$ cat config.mk
export PLATFORM = sky130hd
export DESIGN_NAME = line_rasterizer_flat
export DESIGN_NICKNAME = d
export VERILOG_FILES = /design/src/rtl/lr_pkg.sv /design/src/rtl/lr_if.sv /design/src/rtl/lr_in_reg.sv /design/src/rtl/lr_core.sv /design/src/rtl/line_rasterizer.sv /design/src/flat_wrapper.sv
export SDC_FILE = /design/constraint.sdc
export NUM_CORES = 1
export LEC_CHECK = 0
export BUFFER_PORTS_ARGS = -buffer_cell sky130_fd_sc_hd__buf_2
export CAP_MARGIN = 40
export CORE_MARGIN = 2
export CORE_UTILIZATION = 57
export DETAILED_ROUTE_END_ITERATION = 16
export PLACE_DENSITY = 0.88
export SYNTH_ARGS = -nofsm -noshare
export SYNTH_HDL_FRONTEND = slang
export SYNTH_HIERARCHICAL = 1
export SYNTH_SLANG_ARGS = --single-unit
$ cat constraint.sdc
create_clock -name clk -period 8.05 [get_ports clk]
set_input_delay 1.61 -clock clk [delete_from_list [all_inputs] [get_ports clk]]
set_output_delay 1.61 -clock clk [all_outputs]
set_load 0.03 [all_outputs]
$ cat src/rtl/lr_pkg.sv
`default_nettype none

package lr_pkg;

  // Fixed widths of the frame-side fields.
  localparam int ADDR_W   = 24;
  localparam int PITCH_W  = 13;
  localparam int COLOUR_W = 8;

  // Row pitch after reset.
  localparam logic [PITCH_W-1:0] PITCH_RESET = 13'd2200;

  // Item operation codes.
  typedef enum logic {
    OP_START = 1'b0,
    OP_TICK  = 1'b1
  } lr_op_t;

endpackage

`default_nettype wire

$ cat src/rtl/lr_if.sv
`default_nettype none

// Command channel: start a line or request the next pixel.
interface lr_in_if
  import lr_pkg::*;
#(
  parameter int COORD_BITS = 12
) ();
  logic                  valid;
  logic                  ready;
  lr_op_t                operation;
  logic [COORD_BITS-1:0] start_x;
  logic [COORD_BITS-1:0] start_y;
  logic [COORD_BITS-1:0] end_x;
  logic [COORD_BITS-1:0] end_y;
  logic [COLOUR_W-1:0]   colour;

  modport source (
    output valid, operation, start_x, start_y, end_x, end_y, colour,
    input  ready
  );
  modport sink (
    input  valid, operation, start_x, start_y, end_x, end_y, colour,
    output ready
  );
endinterface

// Pixel channel towards the frame buffer.
interface lr_out_if
  import lr_pkg::*;
#(
  parameter int COORD_BITS = 12
) ();
  logic                  valid;
  logic                  ready;
  logic [COORD_BITS-1:0] pixel_x;
  logic [COORD_BITS-1:0] pixel_y;
  logic [ADDR_W-1:0]     pixel_address;
  logic [COLOUR_W-1:0]   pixel_colour;
  logic                  last_pixel;

  modport source (
    output valid, pixel_x, pixel_y, pixel_address, pixel_colour, last_pixel,
    input  ready
  );
  modport sink (
    input  valid, pixel_x, pixel_y, pixel_address, pixel_colour, last_pixel,
    output ready
  );
endinterface

`default_nettype wire

$ cat src/rtl/lr_in_reg.sv
`default_nettype none

module lr_in_reg
  import lr_pkg::*;
#(
  parameter int COORD_BITS = 12
) (
  input  wire logic clk,
  input  wire logic rst_n,
  lr_in_if.sink     in_chan,
  lr_in_if.source   item_chan
);

  logic                  valid_r, valid_nxt;
  lr_op_t                operation_r;
  logic [COORD_BITS-1:0] start_x_r, start_y_r, end_x_r, end_y_r;
  logic [COLOUR_W-1:0]   colour_r;
  logic                  load;

  // The register takes a new item whenever it is empty or is being drained.
  assign in_chan.ready = !valid_r || item_chan.ready;
  assign load          = in_chan.valid && in_chan.ready;

  always_comb begin
    valid_nxt = valid_r;
    if (load) begin
      valid_nxt = 1'b1;
    end else if (item_chan.ready) begin
      valid_nxt = 1'b0;
    end
  end

  always_ff @(posedge clk) begin
    if (!rst_n) begin
      valid_r <= 1'b0;
    end else begin
      valid_r <= valid_nxt;
    end
  end

  // Payload capture on every input transfer.
  always_ff @(posedge clk) begin
    if (load) begin
      operation_r <= in_chan.operation;
      start_x_r   <= in_chan.start_x;
      start_y_r   <= in_chan.start_y;
      end_x_r     <= in_chan.end_x;
      end_y_r     <= in_chan.end_y;
      colour_r    <= in_chan.colour;
    end
  end

  assign item_chan.valid     = valid_r;
  assign item_chan.operation = operation_r;
  assign item_chan.start_x   = start_x_r;
  assign item_chan.start_y   = start_y_r;
  assign item_chan.end_x     = end_x_r;
  assign item_chan.end_y     = end_y_r;
  assign item_chan.colour    = colour_r;

endmodule

`default_nettype wire

$ cat src/rtl/lr_core.sv
`default_nettype none

module lr_core
  import lr_pkg::*;
#(
  parameter int COORD_BITS = 12
) (
  input  wire logic               clk,
  input  wire logic               rst_n,
  input  wire logic               cfg_we,
  input  wire logic [PITCH_W-1:0] cfg_wdata,
  lr_in_if.sink                   item_chan,
  lr_out_if.source                out_chan
);

  localparam int EW      = COORD_BITS + 2;
  localparam int PROD_W  = COORD_BITS + PITCH_W + 1;
  localparam int FULL_W  = (PROD_W > ADDR_W) ? PROD_W : ADDR_W;

  // Line state.
  logic [PITCH_W-1:0]    pitch_r;
  logic [COORD_BITS-1:0] cur_x_r, cur_x_nxt, cur_y_r, cur_y_nxt;
  logic [COORD_BITS-1:0] tgt_x_r, tgt_x_nxt, tgt_y_r, tgt_y_nxt;
  logic [COORD_BITS-1:0] dx_r, dx_nxt, dy_r, dy_nxt;
  logic signed [EW-1:0]  err_r, err_nxt;
  logic                  x_down_r, x_down_nxt, y_down_r, y_down_nxt;
  logic                  x_major_r, x_major_nxt, drawing_r, drawing_nxt;
  logic [COLOUR_W-1:0]   colour_r, colour_nxt;
  logic [ADDR_W-1:0]     addr_r, addr_nxt;

  // Result register.
  logic                  out_valid_r, out_valid_nxt;
  logic                  last_nxt;
  logic [COORD_BITS-1:0] px_r, py_r;
  logic [ADDR_W-1:0]     paddr_r;
  logic [COLOUR_W-1:0]   pcolour_r;
  logic                  plast_r;

  // Working values.
  logic                  fire, is_start, has_result;
  logic [COORD_BITS-1:0] st_dx, st_dy;
  logic [FULL_W-1:0]     st_addr_full;
  logic [COORD_BITS-1:0] minor, major;
  logic signed [EW-1:0]  err_sum;
  logic                  take, step_x, step_y;
  logic [ADDR_W-1:0]     pitch_ext, x_inc, y_inc;

  // An idle tick is dropped even while the result register is blocked.
  assign is_start       = (item_chan.operation == OP_START);
  assign has_result     = is_start || drawing_r;
  assign item_chan.ready = !out_valid_r || out_chan.ready || !has_result;
  assign fire           = item_chan.valid && item_chan.ready;

  // Start set-up: deltas, directions and the first address.
  always_comb begin
    st_dx = (item_chan.end_x >= item_chan.start_x) ?
            item_chan.end_x - item_chan.start_x : item_chan.start_x - item_chan.end_x;
    st_dy = (item_chan.end_y >= item_chan.start_y) ?
            item_chan.end_y - item_chan.start_y : item_chan.start_y - item_chan.end_y;
    st_addr_full = FULL_W'(item_chan.start_y) * FULL_W'(pitch_r)
                 + FULL_W'(item_chan.start_x);
  end

  // One Bresenham step: error update, axis steps and address increment.
  always_comb begin
    minor     = x_major_r ? dy_r : dx_r;
    major     = x_major_r ? dx_r : dy_r;
    err_sum   = err_r + $signed({2'b00, minor});
    take      = (err_sum > $signed(EW'(0)));
    step_x    = x_major_r || take;
    step_y    = !x_major_r || take;
    pitch_ext = ADDR_W'(pitch_r);
    x_inc     = step_x ? (x_down_r ? {ADDR_W{1'b1}} : ADDR_W'(1)) : '0;
    y_inc     = step_y ? (y_down_r ? -pitch_ext : pitch_ext) : '0;
  end

  // Next line state.
  always_comb begin
    cur_x_nxt   = cur_x_r;
    cur_y_nxt   = cur_y_r;
    tgt_x_nxt   = tgt_x_r;
    tgt_y_nxt   = tgt_y_r;
    dx_nxt      = dx_r;
    dy_nxt      = dy_r;
    err_nxt     = err_r;
    x_down_nxt  = x_down_r;
    y_down_nxt  = y_down_r;
    x_major_nxt = x_major_r;
    drawing_nxt = drawing_r;
    colour_nxt  = colour_r;
    addr_nxt    = addr_r;
    last_nxt    = 1'b0;
    if (is_start) begin
      cur_x_nxt   = item_chan.start_x;
      cur_y_nxt   = item_chan.start_y;
      tgt_x_nxt   = item_chan.end_x;
      tgt_y_nxt   = item_chan.end_y;
      dx_nxt      = st_dx;
      dy_nxt      = st_dy;
      err_nxt     = '0;
      x_down_nxt  = (item_chan.end_x <= item_chan.start_x);
      y_down_nxt  = (item_chan.end_y < item_chan.start_y);
      x_major_nxt = (st_dy <= st_dx);
      colour_nxt  = item_chan.colour;
      addr_nxt    = st_addr_full[ADDR_W-1:0];
      last_nxt    = (item_chan.start_x == item_chan.end_x) &&
                    (item_chan.start_y == item_chan.end_y);
      drawing_nxt = !last_nxt;
    end else if (drawing_r) begin
      err_nxt   = take ? err_sum - $signed({2'b00, major}) : err_sum;
      cur_x_nxt = step_x ? (x_down_r ? cur_x_r - COORD_BITS'(1) : cur_x_r + COORD_BITS'(1))
                         : cur_x_r;
      cur_y_nxt = step_y ? (y_down_r ? cur_y_r - COORD_BITS'(1) : cur_y_r + COORD_BITS'(1))
                         : cur_y_r;
      addr_nxt  = addr_r + x_inc + y_inc;
      last_nxt  = (cur_x_nxt == tgt_x_r) && (cur_y_nxt == tgt_y_r);
      drawing_nxt = !last_nxt;
    end
  end

  // Result register valid flag.
  always_comb begin
    out_valid_nxt = out_valid_r;
    if (fire && has_result) begin
      out_valid_nxt = 1'b1;
    end else if (out_chan.ready) begin
      out_valid_nxt = 1'b0;
    end
  end

  always_ff @(posedge clk) begin
    if (!rst_n) begin
      pitch_r     <= PITCH_RESET;
      cur_x_r     <= '0;
      cur_y_r     <= '0;
      tgt_x_r     <= '0;
      tgt_y_r     <= '0;
      dx_r        <= '0;
      dy_r        <= '0;
      err_r       <= '0;
      x_down_r    <= 1'b0;
      y_down_r    <= 1'b0;
      x_major_r   <= 1'b0;
      drawing_r   <= 1'b0;
      colour_r    <= '0;
      addr_r      <= '0;
      out_valid_r <= 1'b0;
    end else begin
      if (cfg_we) begin
        pitch_r <= cfg_wdata;
      end
      if (fire) begin
        cur_x_r   <= cur_x_nxt;
        cur_y_r   <= cur_y_nxt;
        tgt_x_r   <= tgt_x_nxt;
        tgt_y_r   <= tgt_y_nxt;
        dx_r      <= dx_nxt;
        dy_r      <= dy_nxt;
        err_r     <= err_nxt;
        x_down_r  <= x_down_nxt;
        y_down_r  <= y_down_nxt;
        x_major_r <= x_major_nxt;
        drawing_r <= drawing_nxt;
        colour_r  <= colour_nxt;
        addr_r    <= addr_nxt;
      end
      out_valid_r <= out_valid_nxt;
    end
  end

  // Pixel payload, loaded with the same values the state takes.
  always_ff @(posedge clk) begin
    if (fire && has_result) begin
      px_r      <= cur_x_nxt;
      py_r      <= cur_y_nxt;
      paddr_r   <= addr_nxt;
      pcolour_r <= colour_nxt;
      plast_r   <= last_nxt;
    end
  end

  assign out_chan.valid         = out_valid_r;
  assign out_chan.pixel_x       = px_r;
  assign out_chan.pixel_y       = py_r;
  assign out_chan.pixel_address = paddr_r;
  assign out_chan.pixel_colour  = pcolour_r;
  assign out_chan.last_pixel    = plast_r;

endmodule

`default_nettype wire

$ cat src/rtl/line_rasterizer.sv
// Line rasterizer: turns line commands into a stream of frame-buffer pixels.
// in_chan carries commands. A start command (operation OP_START) gives two end
// points and a colour and produces the start pixel; each tick command
// (OP_TICK) produces the next pixel of the line. A tick with no line in
// progress is consumed and produces nothing. The pixel that reaches the end
// point has last_pixel set; a line whose end points coincide gives one pixel.
// out_chan carries pixels with coordinates, linear address and colour.
// cfg_we/cfg_wdata set the row pitch used for addresses; write it while idle.
// A command passes from the input register through the step logic into the
// result register, which drives out_chan. Throughput is one command per cycle
// while out_chan does not stall; the error and address update of the step
// unit is combinational, and the start address uses one multiply. Reset
// clears the line state, empties both registers and sets the pitch to 2200.
// When the receiver stalls the pixel is held, one more command waits in the
// input register, and in_chan.ready then falls until the pixel is taken.
`default_nettype none

module line_rasterizer
  import lr_pkg::*;
#(
  parameter int COORD_BITS = 12
) (
  input  wire logic               clk,
  input  wire logic               rst_n,
  lr_in_if.sink                   in_chan,
  lr_out_if.source                out_chan,
  input  wire logic               cfg_we,
  input  wire logic [PITCH_W-1:0] cfg_wdata
);

  lr_in_if #(.COORD_BITS(COORD_BITS)) item_chan ();

  lr_in_reg #(.COORD_BITS(COORD_BITS)) u_in_reg (
    .clk       (clk),
    .rst_n     (rst_n),
    .in_chan   (in_chan),
    .item_chan (item_chan.source)
  );

  lr_core #(.COORD_BITS(COORD_BITS)) u_core (
    .clk       (clk),
    .rst_n     (rst_n),
    .cfg_we    (cfg_we),
    .cfg_wdata (cfg_wdata),
    .item_chan (item_chan.sink),
    .out_chan  (out_chan)
  );

  // Back-pressure only reaches the command side through a blocked pixel.
  a_stall_source: assert property (@(posedge clk) disable iff (!rst_n)
    !in_chan.ready |-> (out_chan.valid && !out_chan.ready))
    else $error("command side stalled without a blocked pixel");

  // A command transfer always lands in the input register.
  a_in_captured: assert property (@(posedge clk) disable iff (!rst_n)
    (in_chan.valid && in_chan.ready) |=> item_chan.valid)
    else $error("accepted command lost before the step logic");

  // A start command taken by the step logic always yields a pixel.
  a_start_pixel: assert property (@(posedge clk) disable iff (!rst_n)
    (item_chan.valid && item_chan.ready && (item_chan.operation == OP_START))
    |=> out_chan.valid)
    else $error("start command produced no pixel");

endmodule

`default_nettype wire
$ cat src/flat_wrapper.sv
// flat-port wrapper written by rule: the top's interface ports become plain ports
module line_rasterizer_flat import lr_pkg::*;
#(
  parameter int COORD_BITS = 12
)
  (clk, rst_n, cfg_we, cfg_wdata, in_chan_valid, in_chan_operation, in_chan_start_x, in_chan_start_y, in_chan_end_x, in_chan_end_y, in_chan_colour, in_chan_ready, out_chan_valid, out_chan_pixel_x, out_chan_pixel_y, out_chan_pixel_address, out_chan_pixel_colour, out_chan_last_pixel, out_chan_ready);
  lr_in_if #(.COORD_BITS(COORD_BITS)) in_chan_i ();
  lr_out_if #(.COORD_BITS(COORD_BITS)) out_chan_i ();
  input  wire logic clk;
  input  wire logic rst_n;
  input  wire logic cfg_we;
  input  wire logic [PITCH_W-1:0] cfg_wdata;
  input wire logic [$bits(in_chan_i.valid)-1:0] in_chan_valid;
  input wire logic [$bits(in_chan_i.operation)-1:0] in_chan_operation;
  input wire logic [$bits(in_chan_i.start_x)-1:0] in_chan_start_x;
  input wire logic [$bits(in_chan_i.start_y)-1:0] in_chan_start_y;
  input wire logic [$bits(in_chan_i.end_x)-1:0] in_chan_end_x;
  input wire logic [$bits(in_chan_i.end_y)-1:0] in_chan_end_y;
  input wire logic [$bits(in_chan_i.colour)-1:0] in_chan_colour;
  output wire logic [$bits(in_chan_i.ready)-1:0] in_chan_ready;
  output wire logic [$bits(out_chan_i.valid)-1:0] out_chan_valid;
  output wire logic [$bits(out_chan_i.pixel_x)-1:0] out_chan_pixel_x;
  output wire logic [$bits(out_chan_i.pixel_y)-1:0] out_chan_pixel_y;
  output wire logic [$bits(out_chan_i.pixel_address)-1:0] out_chan_pixel_address;
  output wire logic [$bits(out_chan_i.pixel_colour)-1:0] out_chan_pixel_colour;
  output wire logic [$bits(out_chan_i.last_pixel)-1:0] out_chan_last_pixel;
  input wire logic [$bits(out_chan_i.ready)-1:0] out_chan_ready;
  assign in_chan_i.valid = in_chan_valid;
  assign in_chan_i.operation = in_chan_operation;
  assign in_chan_i.start_x = in_chan_start_x;
  assign in_chan_i.start_y = in_chan_start_y;
  assign in_chan_i.end_x = in_chan_end_x;
  assign in_chan_i.end_y = in_chan_end_y;
  assign in_chan_i.colour = in_chan_colour;
  assign in_chan_ready = in_chan_i.ready;
  assign out_chan_valid = out_chan_i.valid;
  assign out_chan_pixel_x = out_chan_i.pixel_x;
  assign out_chan_pixel_y = out_chan_i.pixel_y;
  assign out_chan_pixel_address = out_chan_i.pixel_address;
  assign out_chan_pixel_colour = out_chan_i.pixel_colour;
  assign out_chan_last_pixel = out_chan_i.last_pixel;
  assign out_chan_i.ready = out_chan_ready;
  line_rasterizer #(.COORD_BITS(COORD_BITS)) u_core (.clk(clk), .rst_n(rst_n), .in_chan(in_chan_i), .out_chan(out_chan_i), .cfg_we(cfg_we), .cfg_wdata(cfg_wdata));
endmodule
==> results_dict.tcl, run 1 <==
set metrics [dict create \
    htreeDepth 1 \
    start_util_pct 57.9 \
    final_cell_mix "nand2_1 (328), inv_1 (233), ha_1 (214), a21oi_1 (205), nor2_1 (199)" \
    rsz0062_at_grt "no" \
    dieArea_sq_um 40800 \
    wl_met3_um 6910 \
    async_flop_share_pct 0 \
    grt_usage_pct 32.5 \
    routedWlPerCell_um 21.2 \
    core_area_sq_um 38600 \
    synth-compound-area-share_pct 17.1 \
    synth_cells 2565 \
    cap_violations 0 \
    min_path_type "flip-flop to flip-flop" \
    hold_viol_final 0 \
    fin_crit_ns 7.57 \
    place_ws_ns 0.228 \
    vias 19600 \
    ys_types 83 \
    cts-root-buf "clkbuf_16" \
    drtAntennaViolNets 0 \
    clock_sinks 251 \
    cts_tree "built" \
    syn_nets 2985 \
    finalSetupViolCount 0 \
    synth_edf_count 114 \
    nets 3050 \
    fmax_ghz 0.132 \
    synth_xor_area_share_pct 6.10 \
    outcome "finished clean" \
    first_global_vias 18800 \
    power.density_nw_per_um2 250 \
    antenna_found_initial 1 \
    dp.cells 3116 \
    critPathCaptureType "flip-flop" \
    critical-path-slowest-cell "or4_4" \
    dpl.hpwl_um 50500 \
    finalClockSkew_ns 0.0188 \
    via_per_inst 6.17 \
    path_common_cell "ha_1" \
    tns_ns 0 \
    ys.flop_type "dfxtp_1" \
    clock_latency_ns 0.58 \
    crit_type "flip-flop to flip-flop" \
    syn_area_per_cell_sq_um 8.72 \
    max_stage_delay_ns 0.62 \
    drive_above_1_share_pct 10.3 \
    detail_route.drc_violations 0 \
    die_x_um 202 \
    yosys_warnings 6 \
    highest_layer "met5" \
    fp-row-count 72 \
    hold_start "u_core/u_core/colour_r[5]$_SDFFE_PN0P_" \
    fp.dieH_um 202 \
    worst_pin_slew_ns 0.921 \
    cellLeakagePower_nw 11.1 \
    synthSimpleGateAreaFrac_pct 15.7 \
    cts.hold.buffers_added 0 \
    mostFrequentLayoutCell "nand2_1" \
    r2r_end "u_core/u_core/out_chan.pixel_address[23]$_DFFE_PP_" \
    r2r_slack_ns 0.48 \
    grt_max_degree 87 \
    path_max_fanout 17 \
    synth_mux_area_share_pct 3.56 \
    ios 134 \
    cp.required_ns 8.33 \
    cts_resized 0 \
    wl_met2_um 29200 \
    drt_iter0_markers 1949 \
    maxSlewViolCount 0 \
    postCtsSetupBuffers 0 \
    grt_pass1_wl_um 105000 \
    drt-met1-wl_um 28500 \
    ys_seq_area_share_pct 27.6 \
    reg2regPathDepth 26 \
    min_period_over_period_pct 94.0 \
    numCtsBuffers 28 \
    min_delay_worst_endpoint "u_core/u_core/colour_r[5]$_SDFFE_PN0P_" \
    synth_top_family_by_area "adder cells" \
    peakVddDrop_mv 0.226 \
    area_growth_pct 9.18 \
    wl_um 67200 \
    synth-seq-cells 251 \
    clk_path_buf_depth 3 \
    synth_fa_ha_area_share_pct 23.7 \
    layoutNonFillerInstCount 3170 \
    gp_congestion 0.994 \
    holdPathStages 2 \
    syn_area_sq_um 22400 \
    setup_ws_ns 0.482 \
    critical_path_arrival_ns 7.85 \
    reg2reg_from "u_core/u_core/x_major_r$_SDFFE_PN0P_" \
    relSlewSlack_pct 38.5 \
    critPathLaunchType "flip-flop" \
    diodes 0 \
    clk_pin_slew_ns 0.06 \
    portBuffers 133 \
    dr.pass1.iters 8 \
    overflow 0 \
]
synthesized netlist by cell type, types with 28 or more instances:
cell      number  area, sq um
mux2_2        28          315
nor2_1       200          751
o21ai_0       94          470
clkbuf_1     107          402
fa_1         131         2620
a21oi_1      205         1030
nor3_1        52          260
a21o_1        76          571
mux2i_1       48          480
a211oi_1      30          225
xor2_1        61          534
inv_1        234          878
nand3_1       39          195
xnor2_1       92          806
and2_1        41          257
ha_1         214         2680
edfxtp_1     114         3420
nand2_1      329         1230
dfxtp_1      137         2740
metal layers:
metal  track usage (%)  vias to the layer above
li1                  -                     8982
met1              45.3                     9381
met2              49.8                      999
met3              6.90                      187
met4              12.3                        2
met5                 0                        -
worst max-delay path: cells and delay by family (launching register included):
kind | cells | cell delay [ns]
compound gates | 12 | 2.69
xor+xnor | 3 | 0.55
fa+ha+maj | 4 | 1.19
buf+inv | 2 | 0.36
flops | 1 | 0.36
mux | 1 | 0.36
simple gates | 4 | 1.74
worst max path at each step:
| stage | from | to | slack [ns] | cells past startpoint |
|---|---|---|---|---|
| 2_1_floorplan | u_core/u_core/x_major_r$_SDFFE_PN0P_ | u_core/u_core/out_chan.pixel_address[23]$_DFFE_PP_ | 0.07 | 32 |
| 3_3_place_gp | u_core/u_core/x_major_r$_SDFFE_PN0P_ | u_core/u_core/out_chan.pixel_address[23]$_DFFE_PP_ | 0.34 | 26 |
| 3_5_place_dp | u_core/u_core/x_major_r$_SDFFE_PN0P_ | u_core/u_core/out_chan.pixel_address[23]$_DFFE_PP_ | 0.23 | 26 |
| 4_1_cts | u_core/u_core/x_major_r$_SDFFE_PN0P_ | u_core/u_core/out_chan.pixel_address[23]$_DFFE_PP_ | 0.14 | 26 |
| 5_1_grt | u_core/u_core/x_major_r$_SDFFE_PN0P_ | u_core/u_core/out_chan.pixel_address[23]$_DFFE_PP_ | 0.15 | 26 |
| 6_report | u_core/u_core/x_major_r$_SDFFE_PN0P_ | u_core/u_core/out_chan.pixel_address[23]$_DFFE_PP_ | 0.48 | 26 |
state kept, by name, indices dropped and copies added, names as in the netlist, 13 cells and up:
signal,cells
u_core/u_core/out_chan.pixel_address,24
u_core/u_core/err_r,14
u_core/u_core/addr_r,24
u_core/u_core/pitch_r,13
where the power goes:
part           switching [mW]  internal [mW]
sequential              0.136           1.47
combinational            1.96           1.18
clock                   0.577          0.773
through the flow:
| step | area, sq um | utilization [%] | hold WS (ns) | power (mW) |
|---|---|---|---|---|
| 3_3_place_gp | 23400 | 60.5 | 0.439 | 4.55 |
| 6_report | 24400 | 63.2 | 0.458 | 6.10 |
| 5_1_grt | 24400 | 63.2 | 0.480 | 6.43 |
| 4_1_cts | 24400 | 63.1 | 0.457 | 6.02 |
| 3_5_place_dp | 23400 | 60.6 | 0.450 | 4.66 |
| 2_1_floorplan | 22400 | - | 0.433 | 3.73 |
final cells by class:
class                           count  area, sq um
Clock buffer                       31          712
Multi-Input combinational cell   1949        14900
Fill cell                        3079        14200
Inverter                          239          901
Sequential cell                   251         6170
Tap cell                          518          648
Clock inverter                     21          239
Timing Repair Buffer              161          897
kinds of logic (layout without fill, tap and decap cells):
family	count (synthesis)	in the layout
adder cells (fa/ha/maj)	345	345
XOR/XNOR	154	154
AO/OA/AOI/OAI	591	591
flip-flops	251	251
AND/OR/NAND/NOR	783	783
multiplexers	76	76
buffers and inverters	365	452
Power figures use the tool's default switching activity.
==> run 2, diff against run 1 <==
Settings changed: ABC_AREA set to 1, RECOVER_POWER set to 100.
==> run 2 against run 1 <==
The flow now finishes with violations (max-capacitance violations, max-slew violations). Synthesized cell count is 13% higher. Critical path type unchanged. Sequential share of layout area is 0.36 points higher. Total power grew 0.62%. Setup slack gained 0.38 ns. Die area is 0.27% lower. Highest routed layer is now met4. Wire length is 0.67% lower. Via count grew 4.0%. Largest cell class unchanged. Combinational power grew 4%.
==> results_dict.tcl, run 2 <==
set metrics [dict create \
    combPwrFrac_pct 53.0 \
    drt_iter0_markers 2035 \
    peakVddDrop_mv 0.230 \
    cap_violations 7 \
    fin_crit_ns 7.18 \
    r2r_end "u_core/u_core/addr_r[17]$_SDFFE_PN0P_" \
    synth-seq-cells 251 \
    power.switching_mw 2.80 \
    synth_edf_count 114 \
    finalSetupViolCount 0 \
    swShare_pct 45.6 \
    min_path_type "flip-flop to flip-flop" \
    grt_pass1_wl_um 107000 \
    critPathCaptureType "flip-flop" \
    cts_resized 0 \
    clock_sinks 251 \
    grt_max_degree 77 \
    ys_types 57 \
    synth.top_cells.by_count "nand2_1 (610), inv_1 (548), a21oi_1 (231)" \
    synth_top_family_by_area "adder cells" \
    synth-compound-area-share_pct 15.7 \
    synth_mux_area_share_pct 0.140 \
    nFillCells 3333 \
    fmax_ghz 0.139 \
    synth_cells 2908 \
    critical_path_arrival_ns 7.46 \
    holdPathStages 2 \
    synth_xor_area_share_pct 4.24 \
    vias 20300 \
    reg2regPathDepth 35 \
    synthTopCellsByArea "edfxtp_1 (15%), dfxtp_1 (12%), ha_1 (12%), fa_1 (12%), nand2_1 (10%)" \
    syn_area_sq_um 22300 \
    antenna_found_initial 0 \
    dr.pass1.iters 9 \
    wl_um 66700 \
    ios 134 \
    outcome "complete, but fails checks" \
    grt_usage_pct 33.0 \
    ys.flop_type "dfxtp_1" \
    portBuffers 133 \
    fp-row-count 72 \
    numCtsBuffers 28 \
    reg2reg_from "u_core/u_core/x_major_r$_SDFFE_PN0P_" \
    gp_congestion 0.975 \
    drtAntennaViolNets 0 \
    cts_tree "built" \
    yosysTopAreaCell "edfxtp_1" \
    path_max_fanout 45 \
    crit_type "flip-flop to flip-flop" \
    clk_path_buf_depth 3 \
    yosys_warnings 6 \
    htreeDepth 1 \
    nets 3395 \
    routedWlPerCell_um 19.0 \
    cts.hold.buffers_added 0 \
    first_global_vias 20600 \
    dp.cells 3463 \
    layoutNonFillerInstCount 3515 \
    synth_top_area_share_pct 15.4 \
    p_int_mw 3.34 \
    die_x_um 202 \
    path_buf_inv 4 \
    core_area_sq_um 38600 \
    syn_nets 3328 \
    min_delay_worst_endpoint "u_core/u_core/colour_r[5]$_SDFFE_PN0P_" \
    cp.depth 35 \
    p_seq_share_pct 26.2 \
    relSlewSlack_pct -155 \
    syn_area_per_cell_sq_um 7.67 \
    detail_route.drc_violations 0 \
    maxSlewViolCount 341 \
    critPathLaunchType "flip-flop" \
    power.clock.fraction_pct 20.8 \
    dpl.hpwl_um 49600 \
    power.density_nw_per_um2 255 \
    area_growth_pct 7.92 \
    cellLeakagePower_nw 11.9 \
    dieArea_sq_um 40700 \
    rsz0062_at_grt "no" \
    r2r_slack_ns 0.87 \
    overflow 0 \
    async_flop_share_pct 0 \
    synth.most_common_cell "nand2_1" \
    hold_viol_final 0 \
    cp.required_ns 8.32 \
    critical-path-slowest-cell "dfxtp_2" \
    worst_pin_slew_ns 3.83 \
    worst_hold_slack_ns 0.450 \
    clk_pin_slew_ns 0.06 \
    max_stage_delay_ns 0.73 \
    cp_top_family "simple AND/OR/NAND/NOR gates" \
    finalClockSkew_ns 0.0152 \
    drive_above_1_share_pct 5.04 \
    violations "max-capacitance violations, max-slew violations" \
    clock_latency_ns 0.58 \
    ys_seq_area_share_pct 27.6 \
    final_cell_mix "nand2_1 (613), inv_1 (550), a21oi_1 (232), o21ai_0 (224), ha_1 (214)" \
    hold_start "u_core/u_core/colour_r[5]$_SDFFE_PN0P_" \
    cts-root-buf "clkbuf_16" \
    min_period_over_period_pct 89.2 \
    synthSimpleGateAreaFrac_pct 16.9 \
    postCtsSetupBuffers 0 \
    fp.dieH_um 202 \
    via_per_inst 5.79 \
    synth_fa_ha_area_share_pct 23.8 \
    start_util_pct 57.7 \
    mostFrequentLayoutCell "nand2_1" \
    power.total_mw 6.14 \
    tns_ns 0 \
    diodes 0 \
    path_common_cell "nand2_1" \
]
[run 2: per-layer routing]
metal  routed length (um)  global-route usage, %  vias to the layer above
met3                 6240                   5.74                      236
met2                30900                   54.8                     1011
li1                     -                      -                     9547
met1                26600                   42.6                     9544
met4                 2990                   13.8                        0
met5                    0                      0                        -
[run 2: worst min-delay path: stages (launching register included)]
cell and delay, ns:
dfxtp_1 0.30, inv_1 0.05, a21oi_1 0.05
[run 2: cell type report]
| cell class | count | area [sq um] | share of cell area [%] |
|---|---|---|---|
| clock buffer | 40 | 788 | 3.28 |
| clock inverter | 12 | 100 | 0.416 |
| inverter | 554 | 2080 | 8.64 |
| multi-input combinational | 1986 | 13500 | 56.2 |
| sequential | 251 | 6170 | 25.6 |
| tap | 518 | 648 | 2.69 |
| timing repair buffer | 154 | 753 | 3.13 |
[run 2: power by group through the flow]
stage	Combinational [mW]	Clock (mW)	Sequential [mW]
after global routing	3.63	1.34	1.62
after CTS	3.20	1.29	1.61
after global placement	3.04	0	1.63
final	3.26	1.27	1.61
after floorplan	2.24	0	1.64
after detailed placement	3.15	0	1.63
[run 2: logic make-up after synthesis]
logic type / Yosys count
adders and majority gates: 345
xor gates and xnor gates: 108
buffers and inverters: 671
and+or+nand+nor: 919
AOI/OAI and AO/OA: 611
muxes: 3
DFF: 251
[run 2: metrics by stage]
stage	utilization [%]	instance area (sq um)	setup slack, ns
2_1_floorplan	-	22300	1.89
3_3_place_gp	60.3	23300	1.22
3_5_place_dp	60.5	23400	1.08
4_1_cts	62.8	24300	1.06
5_1_grt	62.3	24100	0.149
6_report	62.3	24100	0.866
[run 2: worst max-delay path by stage]
stage	start	end
finish	u_core/u_core/x_major_r$_SDFFE_PN0P_	u_core/u_core/addr_r[17]$_SDFFE_PN0P_
global route	u_core/u_core/x_major_r$_SDFFE_PN0P_	u_core/u_core/addr_r[19]$_SDFFE_PN0P_
CTS	u_core/u_core/x_major_r$_SDFFE_PN0P_	u_core/u_core/addr_r[19]$_SDFFE_PN0P_
detailed placement	u_core/u_core/x_major_r$_SDFFE_PN0P_	u_core/u_core/addr_r[19]$_SDFFE_PN0P_
global placement	u_core/u_core/x_major_r$_SDFFE_PN0P_	u_core/u_core/addr_r[19]$_SDFFE_PN0P_
floorplan	u_core/u_core/x_major_r$_SDFFE_PN0P_	u_core/u_core/addr_r[19]$_SDFFE_PN0P_
